### config.mk
export PLATFORM = sky130hd
export DESIGN_NAME = four_level_page_walker
export DESIGN_NICKNAME = d
export VERILOG_FILES = /design/src/rtl/core/flpw_pkg.sv /design/src/rtl/core/flpw_front.sv /design/src/rtl/core/flpw_queue.sv /design/src/rtl/core/flpw_back.sv /design/src/rtl/core/four_level_page_walker.sv
export SDC_FILE = /design/constraint.sdc
export NUM_CORES = 1
export LEC_CHECK = 0
export BUFFER_PORTS_ARGS = -buffer_cell sky130_fd_sc_hd__buf_2
export CAP_MARGIN = 25
export CORE_MARGIN = 8
export CORE_UTILIZATION = 40
export CTS_CLUSTER_SIZE = 30
export DETAILED_ROUTE_END_ITERATION = 16
export HOLD_SLACK_MARGIN = 0.12
export SYNTH_ARGS = -nofsm -noshare
export SYNTH_HDL_FRONTEND = slang
export SYNTH_HIERARCHICAL = 1
export SYNTH_SLANG_ARGS = --single-unit
export TNS_END_PERCENT = 1
### constraint.sdc
create_clock -name aclk -period 11.35 [get_ports aclk]
set_clock_uncertainty 0.1 [all_clocks]
set_input_delay 0.5675 -clock aclk [delete_from_list [all_inputs] [get_ports aclk]]
set_output_delay 0.5675 -clock aclk [all_outputs]
set_load 0.02 [all_outputs]
### src/rtl/core/flpw_pkg.sv
// Shared types and constants of the four-level page walker.
`timescale 1ns / 1ps

package flpw_pkg;

    localparam int unsigned LA_W    = 48;
    localparam int unsigned PA_W    = 52;
    localparam int unsigned ENTRY_W = 64;
    localparam int unsigned FRAME_W = 40;
    localparam int unsigned DATA_W  = 112;

    localparam logic MODE_REQ  = 1'b0;
    localparam logic MODE_RESP = 1'b1;

    localparam logic KIND_READ = 1'b0;
    localparam logic KIND_DONE = 1'b1;

    localparam int unsigned BIT_PRESENT = 0;
    localparam int unsigned BIT_PS      = 7;

    // Level of the entry awaited.
    localparam logic [1:0] LVL_PML4 = 2'd3;
    localparam logic [1:0] LVL_PDPT = 2'd2;
    localparam logic [1:0] LVL_PD   = 2'd1;
    localparam logic [1:0] LVL_PT   = 2'd0;

    typedef enum logic [1:0] {
        MAP_4K = 2'd0,
        MAP_2M = 2'd1,
        MAP_1G = 2'd2
    } map_size_t;

    typedef struct packed {
        logic                  is_req;
        logic [LA_W-1:0]       linear;
        logic                  present;
        logic                  large_page;
        logic [FRAME_W-1:0]    frame;
    } walk_item_t;

    typedef struct packed {
        logic                  kind;
        logic [PA_W-1:0]       read_address;
        logic [PA_W-1:0]       physical_address;
        logic                  fault;
        map_size_t             size;
    } walk_result_t;

endpackage

### src/rtl/core/flpw_front.sv
// Input stage: accept and classify requests and entry responses.
`timescale 1ns / 1ps

module flpw_front (
    input  logic                                aclk,
    input  logic                                aresetn,
    input  logic                                in_valid,
    output logic                                in_ready,
    input  logic                                in_mode,
    input  logic [flpw_pkg::LA_W-1:0]           in_linear,
    input  logic [flpw_pkg::ENTRY_W-1:0]        in_entry,
    output logic                                q_valid,
    input  logic                                q_ready,
    output flpw_pkg::walk_item_t                q_item
);

    logic                 valid_reg;
    logic                 valid_next;
    flpw_pkg::walk_item_t item_reg;
    flpw_pkg::walk_item_t item_next;

    assign in_ready = !valid_reg || q_ready;
    assign q_valid  = valid_reg;
    assign q_item   = item_reg;

    always_comb begin
        item_next.is_req     = (in_mode == flpw_pkg::MODE_REQ);
        item_next.linear     = in_linear;
        item_next.present    = in_entry[flpw_pkg::BIT_PRESENT];
        item_next.large_page = in_entry[flpw_pkg::BIT_PS];
        item_next.frame      = in_entry[51:12];
    end

    always_comb begin
        valid_next = valid_reg && !q_ready;
        if (in_valid && in_ready) begin
            valid_next = 1'b1;
        end
    end

    always_ff @(posedge aclk) begin
        if (!aresetn) begin
            valid_reg <= 1'b0;
        end else begin
            valid_reg <= valid_next;
        end
    end

    always_ff @(posedge aclk) begin
        if (in_valid && in_ready) begin
            item_reg <= item_next;
        end
    end

endmodule

### src/rtl/core/flpw_queue.sv
// Small queue of classified transactions between front and back.
`timescale 1ns / 1ps

module flpw_queue #(
    parameter int unsigned DEPTH = 4
) (
    input  logic                  aclk,
    input  logic                  aresetn,
    input  logic                  in_valid,
    output logic                  in_ready,
    input  flpw_pkg::walk_item_t  in_item,
    output logic                  out_valid,
    input  logic                  out_ready,
    output flpw_pkg::walk_item_t  out_item
);

    localparam int unsigned PTR_W = (DEPTH > 1) ? $clog2(DEPTH) : 1;

    flpw_pkg::walk_item_t mem [DEPTH];
    logic [PTR_W:0]       wr_ptr_reg;
    logic [PTR_W:0]       wr_ptr_next;
    logic [PTR_W:0]       rd_ptr_reg;
    logic [PTR_W:0]       rd_ptr_next;
    logic                 full;
    logic                 empty;
    logic                 push;
    logic                 pop;

    assign empty = (wr_ptr_reg == rd_ptr_reg);
    assign full  = (wr_ptr_reg[PTR_W] != rd_ptr_reg[PTR_W]) &&
                   (wr_ptr_reg[PTR_W-1:0] == rd_ptr_reg[PTR_W-1:0]);

    assign in_ready  = !full;
    assign out_valid = !empty;
    assign out_item  = mem[rd_ptr_reg[PTR_W-1:0]];
    assign push      = in_valid && !full;
    assign pop       = out_ready && !empty;

    always_comb begin
        wr_ptr_next = wr_ptr_reg;
        rd_ptr_next = rd_ptr_reg;
        if (push) begin
            wr_ptr_next = wr_ptr_reg + 1'b1;
        end
        if (pop) begin
            rd_ptr_next = rd_ptr_reg + 1'b1;
        end
    end

    always_ff @(posedge aclk) begin
        if (!aresetn) begin
            wr_ptr_reg <= '0;
            rd_ptr_reg <= '0;
        end else begin
            wr_ptr_reg <= wr_ptr_next;
            rd_ptr_reg <= rd_ptr_next;
        end
    end

    always_ff @(posedge aclk) begin
        if (push) begin
            mem[wr_ptr_reg[PTR_W-1:0]] <= in_item;
        end
    end

endmodule

### src/rtl/core/flpw_back.sv
// Walk engine: level tracking, address forming and result register.
`timescale 1ns / 1ps

module flpw_back (
    input  logic                          aclk,
    input  logic                          aresetn,
    input  logic                          cfg_wr_en,
    input  logic [flpw_pkg::PA_W-1:0]     cfg_wr_data,
    input  logic                          in_valid,
    output logic                          in_ready,
    input  flpw_pkg::walk_item_t          in_item,
    output logic                          out_valid,
    input  logic                          out_ready,
    output flpw_pkg::walk_result_t        out_result
);

    logic [flpw_pkg::PA_W-1:0]  base_reg;
    logic                       busy_reg;
    logic                       busy_next;
    logic [1:0]                 level_reg;
    logic [1:0]                 level_next;
    logic [flpw_pkg::LA_W-1:0]  saved_reg;
    logic [flpw_pkg::LA_W-1:0]  saved_next;
    logic                       valid_reg;
    logic                       valid_next;
    flpw_pkg::walk_result_t     result_reg;
    flpw_pkg::walk_result_t     result_next;
    logic                       produce;
    logic                       pop;

    assign in_ready   = !valid_reg || out_ready;
    assign pop        = in_valid && in_ready;
    assign out_valid  = valid_reg;
    assign out_result = result_reg;

    always_comb begin
        busy_next                    = busy_reg;
        level_next                   = level_reg;
        saved_next                   = saved_reg;
        produce                      = 1'b0;
        result_next.kind             = flpw_pkg::KIND_READ;
        result_next.read_address     = '0;
        result_next.physical_address = '0;
        result_next.fault            = 1'b0;
        result_next.size             = flpw_pkg::MAP_4K;

        if (in_item.is_req) begin
            produce                  = 1'b1;
            busy_next                = 1'b1;
            level_next               = flpw_pkg::LVL_PML4;
            saved_next               = in_item.linear;
            result_next.read_address = {base_reg[51:12], in_item.linear[47:39], 3'b000};
        end else if (busy_reg) begin
            produce = 1'b1;
            if (!in_item.present) begin
                busy_next         = 1'b0;
                level_next        = flpw_pkg::LVL_PT;
                result_next.kind  = flpw_pkg::KIND_DONE;
                result_next.fault = 1'b1;
            end else begin
                unique case (level_reg)
                    flpw_pkg::LVL_PML4: begin
                        level_next               = flpw_pkg::LVL_PDPT;
                        result_next.read_address = {in_item.frame, saved_reg[38:30], 3'b000};
                    end
                    flpw_pkg::LVL_PDPT: begin
                        if (in_item.large_page) begin
                            busy_next                    = 1'b0;
                            level_next                   = flpw_pkg::LVL_PT;
                            result_next.kind             = flpw_pkg::KIND_DONE;
                            result_next.size             = flpw_pkg::MAP_1G;
                            result_next.physical_address = {in_item.frame[39:18],
                                                            saved_reg[29:0]};
                        end else begin
                            level_next               = flpw_pkg::LVL_PD;
                            result_next.read_address = {in_item.frame, saved_reg[29:21],
                                                        3'b000};
                        end
                    end
                    flpw_pkg::LVL_PD: begin
                        if (in_item.large_page) begin
                            busy_next                    = 1'b0;
                            level_next                   = flpw_pkg::LVL_PT;
                            result_next.kind             = flpw_pkg::KIND_DONE;
                            result_next.size             = flpw_pkg::MAP_2M;
                            result_next.physical_address = {in_item.frame[39:9],
                                                            saved_reg[20:0]};
                        end else begin
                            level_next               = flpw_pkg::LVL_PT;
                            result_next.read_address = {in_item.frame, saved_reg[20:12],
                                                        3'b000};
                        end
                    end
                    flpw_pkg::LVL_PT: begin
                        busy_next                    = 1'b0;
                        result_next.kind             = flpw_pkg::KIND_DONE;
                        result_next.physical_address = {in_item.frame, saved_reg[11:0]};
                    end
                endcase
            end
        end
    end

    always_comb begin
        valid_next = valid_reg && !out_ready;
        if (pop && produce) begin
            valid_next = 1'b1;
        end
    end

    always_ff @(posedge aclk) begin
        if (!aresetn) begin
            base_reg  <= '0;
            busy_reg  <= 1'b0;
            level_reg <= flpw_pkg::LVL_PT;
            saved_reg <= '0;
            valid_reg <= 1'b0;
        end else begin
            if (cfg_wr_en) begin
                base_reg <= cfg_wr_data;
            end
            if (pop) begin
                busy_reg  <= busy_next;
                level_reg <= level_next;
                saved_reg <= saved_next;
            end
            valid_reg <= valid_next;
        end
    end

    always_ff @(posedge aclk) begin
        if (pop && produce) begin
            result_reg <= result_next;
        end
    end

endmodule

### src/rtl/core/four_level_page_walker.sv
// Top level of the four-level page walker.
//
//  port     | dir | tuser       | tdata fields, low bit first
//  ---------+-----+-------------+-----------------------------------------------------
//  s_axis   | in  | mode        | vaddr, entry_data
//  m_axis   | out | result_kind | read_address, physical_address, fault, mapping_size
//  cfg      | in  | -           | page_table_base (write enable and data)
//
// One transaction per cycle each way while m_axis is ready and the queue is not full;
// a response with no walk in progress yields no result. A result passes the input
// register, the queue and the result register; the walk state updates once per item.
// Reset empties the queue, clears the walk state and the table base; no clearing pass.
// A stalled m_axis holds its result while the queue keeps taking input until full.
`timescale 1ns / 1ps

module four_level_page_walker #(
    parameter int unsigned QUEUE_DEPTH = 4
) (
    input  logic                               aclk,
    input  logic                               aresetn,
    input  logic                               cfg_wr_en,
    input  logic [flpw_pkg::PA_W-1:0]          cfg_wr_data,
    input  logic                               s_axis_tvalid,
    output logic                               s_axis_tready,
    // vaddr [47:0], entry_data [111:48]
    input  logic [flpw_pkg::DATA_W-1:0]        s_axis_tdata,
    // mode
    input  logic                               s_axis_tuser,
    output logic                               m_axis_tvalid,
    input  logic                               m_axis_tready,
    // read_address [51:0], physical_address [103:52], fault [104],
    // mapping_size [106:105], zero [111:107]
    output logic [flpw_pkg::DATA_W-1:0]        m_axis_tdata,
    // result_kind
    output logic                               m_axis_tuser
);

    logic                   fq_valid;
    logic                   fq_ready;
    flpw_pkg::walk_item_t   fq_item;
    logic                   qb_valid;
    logic                   qb_ready;
    flpw_pkg::walk_item_t   qb_item;
    flpw_pkg::walk_result_t result;

    flpw_front u_front (
        .aclk      (aclk),
        .aresetn   (aresetn),
        .in_valid  (s_axis_tvalid),
        .in_ready  (s_axis_tready),
        .in_mode   (s_axis_tuser),
        .in_linear (s_axis_tdata[47:0]),
        .in_entry  (s_axis_tdata[111:48]),
        .q_valid   (fq_valid),
        .q_ready   (fq_ready),
        .q_item    (fq_item)
    );

    flpw_queue #(
        .DEPTH (QUEUE_DEPTH)
    ) u_queue (
        .aclk      (aclk),
        .aresetn   (aresetn),
        .in_valid  (fq_valid),
        .in_ready  (fq_ready),
        .in_item   (fq_item),
        .out_valid (qb_valid),
        .out_ready (qb_ready),
        .out_item  (qb_item)
    );

    flpw_back u_back (
        .aclk        (aclk),
        .aresetn     (aresetn),
        .cfg_wr_en   (cfg_wr_en),
        .cfg_wr_data (cfg_wr_data),
        .in_valid    (qb_valid),
        .in_ready    (qb_ready),
        .in_item     (qb_item),
        .out_valid   (m_axis_tvalid),
        .out_ready   (m_axis_tready),
        .out_result  (result)
    );

    assign m_axis_tuser = result.kind;
    assign m_axis_tdata = {5'b00000, result.size, result.fault,
                           result.physical_address, result.read_address};

endmodule

After elaboration in Yosys (flattened, before gate mapping) --
Memory sizes are Yosys's and may differ from the RTL's. A register that Yosys moved wholly into a read port is not among the register bits. Cells that the tools add are included.
Word-level totals: bits in registers 301, bits in writable memories 364, output and inout port bits 115, logic and storage cells 88, memories kept 1
Memory list:
- u_queue.mem | words 4, bits a word 91, rd ports 1, clocked after Yosys merged registers in 1, wr ports 1, RTL line flpw_queue.sv:19 | flpw_pkg::walk_item_t mem [DEPTH];
Operators by class: add/sub/neg operators 2, eq/ne operators 7, muxes and demuxes 35, bitwise gates (word level) 3, reductions and logical operators 21
Operators with widths (number):
- 52-bit case mux with 3 select lines | 2
- 52-bit two-way mux | 5
- 107-bit two-way mux | 1
- 104-bit two-way mux | 1
- 1-bit two-way mux | 15
- 2-bit two-way mux | 7
- 1-bit logical AND | 7
- 3-bit by 1-bit adder with 3-bit output, second input constant | 2
- 2-bit case mux with 3 select lines | 1
- 1-bit logical NOT | 5
- 5-bit inequality test, second input constant | 1
- 2-bit equality test, second input constant | 2
- 1-bit case mux with 2 select lines | 2
- 2-bit case mux with 2 select lines | 1
- 2-bit OR reduction | 2
- 3-bit equality test | 1
- 1-bit inverter | 3
- 3-bit AND reduction | 1
- 3-bit OR reduction | 1
- 2-bit by 1-bit equality test with 1-bit output, second input constant | 1
- 2-bit equality test | 1
- 2-bit logical NOT | 1
- 1-bit logical OR | 2
- 2-bit AND reduction | 1
- 2 further kinds | 2

Depth between registers and ports, before layout --
Gate-level depths: netlist of run 1.
depth in word-level cells 6, gate-level depth with buffers 8

Cells and area by module --
Netlist of run 1, hierarchy kept.
By module, submodules not included:
- flpw_queue | instances 1, cells each 543, area each 13660.6 um^2, sequential area each 11090.6 um^2
- flpw_back | instances 1, cells each 633, area each 7679.9 um^2, sequential area each 4814.6 um^2
- flpw_front | instances 1, cells each 97, area each 2793.9 um^2, sequential area each 2752.6 um^2
- four_level_page_walker | instances 1, cells each 6, area each 41.3 um^2, sequential area each 0.0 um^2

Worst setup path before layout of run 1 --
OpenSTA, ideal clock, no wires.
path type register to register, start reg u_queue.wr_ptr_reg[0], end reg u_back.result_reg, in the netlist u_back/out_result[0], enable pin, setup time 0.701 ns, arrival 8.234 ns, required time 10.549 ns, slack 2.316 ns, stages on the path, launching flop included 6, path buffers 0, cells stage by stage dfxtp_1 > xor2_1 > nor2_1 > nand2_1 > inv_2 > nor3_1
On the way: word-level cells in the longest chain between the ends 4
RTL lines:
- start, declared | RTL line flpw_queue.sv:20 | logic [PTR_W:0] wr_ptr_reg;
- start signal, assigned | RTL line flpw_queue.sv:55 | wr_ptr_reg <= wr_ptr_next;
- 3-bit equality test | RTL line flpw_queue.sv:29 | assign empty = (wr_ptr_reg == rd_ptr_reg);
- 1-bit logical NOT | RTL line flpw_queue.sv:34 | assign out_valid = !empty;
- named net qb_valid | RTL line four_level_page_walker.sv:41 | logic qb_valid;
- 1-bit logical AND | RTL line flpw_back.sv:32 | assign pop = in_valid && in_ready;
- 1-bit logical AND | RTL line flpw_back.sv:132 | if (pop && produce) begin
- end signal, assigned | RTL line flpw_back.sv:133 | result_reg <= result_next;
- end, declared | RTL line flpw_back.sv:26 | flpw_pkg::walk_result_t result_reg;
The timed path passes the listed nets, and every way through them passes these cells. A chain may end at the register's enable or synchronous reset.

==> impl_metrics.py, run 1 <==
metrics = {
    "pwr": {
        "max-vdd-ir-drop_uv": 115,
        "p_leak_nw": 10.3,
        "p_per_area_nw_per_um2": 229,
        "totalPowerFinal_mw": 6.79,
    },
    "setup_path": {
        "critPathArrivalTime_ns": 4.61,
        "reg2reg_to": "u_back/busy_reg",
        "critPathLaunchType": "flip-flop",
        "required_ns": 11.75,
        "path_max_fanout": 52,
        "critPathKind": "reg -> reg",
        "crit_path_end_kind": "flip-flop",
        "r2r_slack_ns": 7.14,
        "reg2reg_depth": 7,
    },
    "detailed_routing": {
        "ant_nets": 0,
        "wl_per_cell_um": 22.8,
        "remaining_drc_errors": 0,
        "wl_met2_um": 27500,
        "highest_layer": "met4",
        "viasPerCell": 5.20,
        "routed_wl_um": 56800,
        "drt-pass1-iter-count": 5,
        "first_iter_violations": 997,
        "num_vias": 12900,
        "route.met3.wl_um": 3780,
        "drt-met1-wl_um": 24300,
    },
    "synthesis": {
        "synthFlopType": "edfxtp_1",
        "ys_ff_latch": 652,
        "synth_edf_count": 560,
        "synthesis.area_um2": 24200,
        "ys_warn_count": 6,
        "synthesis.instances": 1279,
        "seq_area_frac_synth_pct": 77.2,
        "synthArstFlopShare_pct": 0,
        "syn_avg_cell_area_um2": 18.9,
        "synth_cell_types": 56,
    },
    "timing": {
        "finalCritPeriodShare_pct": 37.1,
        "rsz0062_at_grt": "false",
        "hold_viol": 0,
        "period_needed_ns": 4.21,
        "worst_pin_slew_ns": 0.971,
        "fin_ws_ns": 7.14,
        "drv_slew": 0,
        "max_freq_mhz": 238,
        "whs_ns": 0.158,
        "tns_ns": 0,
        "finalSetupViolCount": 0,
        "maxSlewHeadroom_pct": 35.2,
    },
    "floorplanning": {
        "core_um2": 60000,
        "io_pins": 285,
        "die_x_um": 262,
        "die_area_um2": 68600,
        "start_util_pct": 40.3,
        "die_h_um": 262,
        "rows": 90,
    },
    "placement": {
        "dpl-instance-area_um2": 26200,
        "place_inst": 2241,
        "gp_congestion": 0.748,
        "place_ws_ns": 7.19,
        "io_buffers": 242,
        "place_hpwl_um": 34300,
    },
    "clock_tree": {
        "cts_tree": "done",
        "cts_setup_buffers": 0,
        "hold_buffers": 124,
        "cts.sinks": 652,
        "numCtsBuffers": 67,
        "cts_resized": 0,
        "cts_buffer_depth": 3,
        "clock_latency_ns": 0.58,
        "cts_htree_levels": 3,
        "clock_tree.root_cell": "clkbuf_16",
        "clkTransAtPathRegs_ns": 0.06,
    },
    "hold_path": {
        "min_to": "u_back/base_reg[16]",
        "min_path_type": "in -> reg",
        "holdCritStartpoint": "cfg_wr_data[16]",
        "hold_path_depth": 3,
    },
    "job": {
        "maxCapViolCount": 0,
    },
    "layout": {
        "multi_input_area_um2": 5060,
        "register_area_um2": 18700,
        "fillers": 4973,
        "layout.nets": 1834,
        "largest_reg_flops": 364,
        "drive_gt1_share_pct": 27.6,
        "instances_no_fill": 2488,
        "final_util_pct": 49.3,
        "area_delta_synth_final_pct": 22.5,
        "design_area_um2": 29600,
    },
    "global_route": {
        "grt.overflow.total": 0,
        "globalRouteTotalUtil_pct": 16.3,
        "grt_pass1_wl_um": 83800,
        "grt_pass1_vias": 13700,
        "grt_max_degree": 73,
        "antenna_found_initial": 1,
    },
    "outcome": {
        "outcome": "completed",
    },
}
area by class of cell:
type                    instances  share of cell area [%]
multi-input cells             528                    17.1
well taps                     782                    3.30
clock inverters                22                   0.706
clock buffers                  98                    6.57
inverters                      14                   0.182
diodes                          1                 0.00845
repair buffers                391                    9.12
flip-flops and latches        652                    63.0
report_power, final:
group	switching, mW	internal (mW)
clock network	0.859	1.28
registers	0.161	2.99
logic	0.987	0.521
cells by family after synthesis:
kind of cell	share of synthesized area (%)
multiplexers	10.2
XOR/XNOR	0.217
other	0.0311
buffers and inverters	2.16
AND/OR/NAND/NOR	4.05
adder cells (fa/ha/maj)	0.518
AO/OA/AOI/OAI	5.66
flip-flops	77.2
cells in the mapped netlist, drive strengths merged, types with 9 or more instances:
| library cell | n | area (um2) |
|---|---|---|
| o21ai | 14 | 70.1 |
| a22o | 40 | 350 |
| a22oi | 18 | 135 |
| dfxtp | 92 | 1840 |
| edfxtp | 560 | 16800 |
| a222oi | 9 | 90.1 |
| o31ai | 39 | 293 |
| mux4 | 91 | 2050 |
| and2 | 40 | 253 |
| ha | 10 | 125 |
| nand2 | 15 | 56.3 |
| inv | 14 | 52.6 |
| mux2i | 40 | 400 |
| nand4 | 41 | 257 |
| nor2 | 62 | 233 |
| a21oi | 45 | 229 |
| buf | 56 | 334 |
| clkbuf | 35 | 136 |
worst max-delay path, stage by stage, from the launching register on:
cell	delay, ns
dfxtp_4	0.33
buf_4	0.67
mux4_4	0.89
buf_4	0.64
inv_1	0.45
buf_4	0.36
o32a_1	0.37
a21oi_1	0.14
placed cells by master, fill, tap and decap left out, types with 36 or more instances in the layout:
cell,synthesis,layout
mux4_2,91,90
clkbuf_16,0,69
nor2_1,62,62
dlygate4sd3_1,0,124
dfxtp_1,92,90
a21oi_1,44,43
nand4_1,41,41
mux2i_1,40,40
buf_2,18,242
edfxtp_1,560,560
a22o_1,40,40
and2_1,39,36
o31ai_1,39,39
routing by layer:
layer / global-route usage [%] / up-vias
met3: 3.31 / 67
met5: 0 / -
met2: 27.2 / 396
li1: - / 5887
met4: 5.30 / 0
met1: 21.4 / 6593
worst max path at each step:
stage / slack (ns) / to / cells past startpoint / from
after floorplan: 2.32 / u_back/out_result[0] / 5 / u_queue/wr_ptr_reg[0]
after global placement: 7.16 / u_back/busy_reg / 7 / flip-flop
after detailed placement: 7.19 / u_back/busy_reg / 7 / flip-flop
after CTS: 7.15 / u_back/busy_reg / 7 / flip-flop
after global routing: 7.00 / u_back/busy_reg / 7 / flip-flop
final: 7.14 / u_back/busy_reg / 7 / flip-flop
No activity file was read; power rests on OpenSTA's default activity.
==> inputs of run 2 (changes only) <==
clock period = 3.67 ns   (was 11.35 ns; I/O delays follow)
==> run 2 against run 1 <==
Core utilization up 0.65 points. Power rose to 3.1 times the previous value. Register-to-register slack worse by 6.3 ns. Sequential share of layout area down 0.81 points. Cell count grew 1.3%. Combinational power increased to 3.1 times the previous value. Global-route usage increased by 0.36 points. First-iteration DRC count up 3.9%. Critical path type unchanged. Largest power group unchanged.
==> impl_metrics.py, run 2 (synthesized netlist as in run 1, its figures left out) <==
metrics = {
    "setup_path": {
        "cpMaxStageDelayCell": "mux4_4",
        "critPathArrivalTime_ns": 2.95,
        "crit_path_end_kind": "flip-flop",
        "critPathKind": "reg -> reg",
        "critPathLaunchType": "flip-flop",
        "required_ns": 3.78,
        "path_max_fanout": 103,
        "max_stage_delay_ns": 0.62,
        "cp_num_buf_inv": 2,
        "crit_family": "buffers and inverters",
        "cp_cell_sequence": "mux4_4, buf_4, nor2_4, nor3_4, buf_12",
    },
    "layout": {
        "layout.nets": 1862,
        "final_cell_mix": "edfxtp_1, buf_2, dlygate4sd3_1, mux4_2, dfxtp_1",
        "largest_reg_flops": 364,
        "layout_commonest_cell": "edfxtp_1",
        "register_area_um2": 18700,
        "multi_input_area_um2": 5090,
        "drive_gt1_share_pct": 27.8,
        "area_delta_synth_final_pct": 24.1,
        "fillers": 4942,
    },
    "global_route": {
        "grt_busiest_layer": "met2",
        "met1_usage_pct": 22.6,
        "met3_usage_pct": 3.20,
        "grt_pass1_vias": 13900,
        "grt.overflow.total": 0,
        "grt_pass1_wl_um": 85800,
        "grt_max_degree": 104,
        "use_met2_pct": 27.1,
        "globalRouteTotalUtil_pct": 16.7,
        "antenna_found_initial": 1,
    },
    "detailed_routing": {
        "remaining_drc_errors": 0,
        "wl_per_cell_um": 22.8,
        "drt-pass1-iter-count": 5,
        "routed_wl_um": 57500,
        "ant_nets": 0,
        "num_vias": 13200,
        "first_iter_violations": 1036,
        "viasPerCell": 5.23,
    },
    "job": {
        "maxCapViolCount": 0,
    },
    "timing": {
        "finalCritPeriodShare_pct": 77.4,
        "fin_ws_ns": 0.828,
        "tns_ns": 0,
        "maxSlewHeadroom_pct": 41.4,
        "hold_viol": 0,
        "drv_slew": 0,
        "rsz0062_at_grt": "false",
        "period_needed_ns": 2.84,
        "finalSetupViolCount": 0,
        "max_freq_mhz": 352,
        "worst_pin_slew_ns": 0.879,
    },
    "clock_tree": {
        "numCtsBuffers": 68,
        "clkTransAtPathRegs_ns": 0.06,
        "cts_setup_buffers": 0,
        "cts.sinks": 652,
        "cts_htree_levels": 3,
        "clock_latency_ns": 0.59,
        "cts_tree": "done",
        "cts_buffer_depth": 3,
        "clock_tree.root_cell": "clkbuf_16",
    },
    "floorplanning": {
        "die_area_um2": 68600,
        "die_x_um": 262,
        "io_pins": 285,
        "die_h_um": 262,
        "start_util_pct": 40.3,
        "rows": 90,
        "core_um2": 60000,
    },
    "pwr": {
        "p_per_area_nw_per_um2": 711,
        "max-vdd-ir-drop_uv": 396,
        "p_leak_nw": 10.4,
        "totalPowerFinal_mw": 21.3,
    },
    "placement": {
        "gp_congestion": 0.748,
        "io_buffers": 242,
        "place_hpwl_um": 35600,
        "place_ws_ns": 0.830,
    },
    "hold_path": {
        "min_path_type": "in -> reg",
        "holdCritStartpoint": "cfg_wr_en",
    },
    "outcome": {
        "outcome": "completed",
    },
}
-- run 2: cell count changes in the layout (fill, tap and decap cells not counted), moves of 3 or more --
cell / before / now
buf_12: 0 / 7
buf_16: 3 / 0
clkbuf_1: 18 / 21
clkinv_2: 7 / 10
clkbuf_8: 11 / 4
bufinv_16: 4 / 7
dlygate4sd3_1: 124 / 147
-- run 2: final timing paths --
path,to,depth (start not counted),slack [ns]
setup / recovery,u_back/out_result[86],5,0.83
hold / removal,u_back/base_reg[49],3,0.15
setup reg to reg,u_back/out_result[86],5,0.83
hold reg to reg,u_back/saved_reg[35],2,0.37
-- run 2: layout make-up --
class / count / share of cell area (%)
Timing Repair Buffer: 418 / 9.96
Clock buffer: 94 / 6.20
Tap cell: 782 / 3.26
Multi-Input combinational cell: 528 / 17.0
Inverter: 14 / 0.179
Sequential cell: 652 / 62.2
Clock inverter: 31 / 1.18
Antenna cell: 2 / 0.0167
-- run 2: timing repair --
item,4_1_cts,5_1_grt
hold endpoints to repair,153,0
resized for setup,0,0
hold buffers,147,0
-- run 2: worst register-to-register path: cells and delay by family, from the launching register on --
kind	cells	cell delay [ns]
flip-flops	1	0.38
AND/OR/NAND/NOR	2	0.33
buffers and inverters	2	0.94
multiplexers	1	0.63
-- run 2: report_power, final --
group          internal (mW)  switching [mW]
registers               9.24           0.520
logic                   1.67            3.08
clock network           4.06            2.74
total                   15.0            6.35
-- run 2: stage by stage --
step	instance area (um2)	hold WS (ns)	std cells	util, %
final	30000	0.145	2521	50.0
after global routing	30000	0.148	2520	50.0
after CTS	30000	0.122	2519	50.0
after detailed placement	26300	0.262	2247	43.8
after global placement	26300	0.260	2247	43.8
after floorplan	24300	0.182	1285	-
-- run 2: layer usage --
metal	vias up	wire length [um]
met5	-	0
met4	0	1380
met3	75	3570
met2	430	27700
met1	6719	24800
li1	5959	-
==> inputs of run 3 (changes only) <==
clock period = 2.34 ns   (was 3.67 ns; I/O delays follow)
==> run 3 against run 2 <==
The flow now finishes with violations (setup timing). Clock power is 53% higher. Combinational power is 75% higher. Critical path depth is 2 higher. First-iteration DRC count is 2.4% higher. Critical path type unchanged. Highest routed layer unchanged.
==> impl_metrics.py, run 3 (synthesized netlist as in run 1, its figures left out) <==
metrics = {
    "setup_path": {
        "critPathKind": "reg -> reg",
        "critPathArrivalTime_ns": 2.68,
        "crit_path_end_kind": "flip-flop",
        "required_ns": 2.68,
        "critPathLaunchType": "flip-flop",
        "path_max_fanout": 16,
    },
    "detailed_routing": {
        "remaining_drc_errors": 0,
        "viasPerCell": 5.19,
        "wl_per_cell_um": 23.0,
        "first_iter_violations": 1061,
        "routed_wl_um": 60400,
        "ant_nets": 0,
        "drt-pass1-iter-count": 7,
        "num_vias": 13600,
    },
    "floorplanning": {
        "io_pins": 285,
        "start_util_pct": 40.3,
        "die_x_um": 262,
        "die_area_um2": 68600,
        "core_um2": 60000,
        "rows": 90,
        "die_h_um": 262,
    },
    "timing": {
        "fin_ws_ns": -0.00230,
        "worst_pin_slew_ns": 0.543,
        "drv_slew": 0,
        "finalCritPeriodShare_pct": 100,
        "hold_viol": 0,
        "rsz0062_at_grt": "true",
        "finalSetupViolCount": 2,
        "maxSlewHeadroom_pct": 63.8,
        "period_needed_ns": 2.34,
        "max_freq_mhz": 427,
    },
    "placement": {
        "place_inst": 2286,
        "place_ws_ns": -0.183,
        "place_hpwl_um": 36800,
        "io_buffers": 242,
        "gp_congestion": 0.815,
    },
    "outcome": {
        "outcome": "complete, but fails checks",
        "violations": "setup timing",
    },
    "clock_tree": {
        "clock_latency_ns": 0.59,
        "cts.sinks": 652,
        "cts_htree_levels": 3,
        "clkTransAtPathRegs_ns": 0.06,
        "cts_buffer_depth": 3,
        "numCtsBuffers": 69,
        "clock_tree.root_cell": "clkbuf_16",
        "cts_tree": "done",
    },
    "pwr": {
        "totalPowerFinal_mw": 34.0,
        "p_leak_nw": 11.0,
        "p_per_area_nw_per_um2": 1080,
        "max-vdd-ir-drop_uv": 619,
    },
    "global_route": {
        "grt_pass1_vias": 14400,
        "grt_max_degree": 81,
        "grt_pass1_wl_um": 88700,
        "globalRouteTotalUtil_pct": 17.2,
        "grt.overflow.total": 0,
        "antenna_found_initial": 3,
    },
    "layout": {
        "fillers": 4785,
        "area_delta_synth_final_pct": 29.6,
        "layout_commonest_cell": "edfxtp_1",
        "drive_gt1_share_pct": 29.3,
        "instances_no_fill": 2629,
        "final_cell_mix": "edfxtp_1, buf_2, dlygate4sd3_1, mux4_2, dfxtp_1",
        "layout.nets": 1973,
        "final_util_pct": 52.2,
        "largest_reg_flops": 364,
    },
    "hold_path": {
        "min_path_type": "in -> reg",
    },
    "job": {
        "maxCapViolCount": 0,
    },
}
run 3: cell count changes in the layout (fill, tap and decap cells not counted), moves of 4 or more:
| cell | before | now |
|---|---|---|
| dlygate4sd3_1 | 147 | 205 |
| buf_12 | 7 | 32 |
| buf_4 | 22 | 41 |
| buf_6 | 0 | 4 |
| clkbuf_16 | 69 | 73 |
| clkinv_2 | 10 | 14 |
run 3: per-layer routing:
layer / GRT usage [%] / vias up / share of wire [%] / wire length [um]
met1: 22.5 / 6927 / 42 / 25400
met2: 29.2 / 452 / 49 / 29600
met3: 2.83 / 90 / 6.7 / 4050
met5: 0 / - / 0 / 0
met4: 5.56 / 0 / 2.4 / 1430
li1: - / 6180 / - / -
run 3: path summary, 6_finish.rpt:
kind,start,endpoint,slack (ns),depth (start not counted)
max,u_queue/mem[0][90],u_back/out_result[80],-0.002,7
min reg2reg,u_back/saved_reg[6],u_back/saved_reg[6],0.37,2
min,s_axis_tdata[93],u_front/q_item[33],0.15,2
max reg2reg,u_queue/mem[0][90],u_back/out_result[80],-0.002,7
run 3: cell type report:
class	count	area, um2	share of cell area (%)
sequential	652	18700	59.6
timing repair buffer	527	4330	13.8
multi-input combinational	529	5150	16.4
inverter	14	53.8	0.172
tap	782	978	3.12
antenna	1	2.50	0.00799
clock buffer	95	1900	6.05
clock inverter	29	253	0.807
run 3: power by group:
group	switching, mW	total, mW	internal, mW
registers	0.771	15.3	14.5
logic	5.13	8.30	3.18
clock network	4.28	10.4	6.12
run 3: metrics by stage:
step	area [um2]	hold WS, ns	TNS, ns
finish	31300	0.152	-0.00241
global route	31300	0.140	-1.07
detailed placement	26900	0.195	-22.22
global placement	26900	0.194	-11.25
CTS	31100	0.120	-5.82
floorplan	24300	0.116	-658.22
run 3: timing repair:
action                     4_1_cts  5_1_grt
hold buffers                   205        0
setup buffers                    4        5
pin swaps                       11        8
gates cloned                     0        4
setup endpoints to repair      179       85
hold endpoints to repair       202        0
gates resized for setup          5        8
run 3: critical path, stage by stage (launching register included):
cell and delay, ns:
edfxtp_1 0.38, mux4_4 0.67, buf_12 0.20, nand4bb_4 0.22, a21oi_4 0.16, buf_12 0.15, clkbuf_16 0.18, a22o_1 0.13
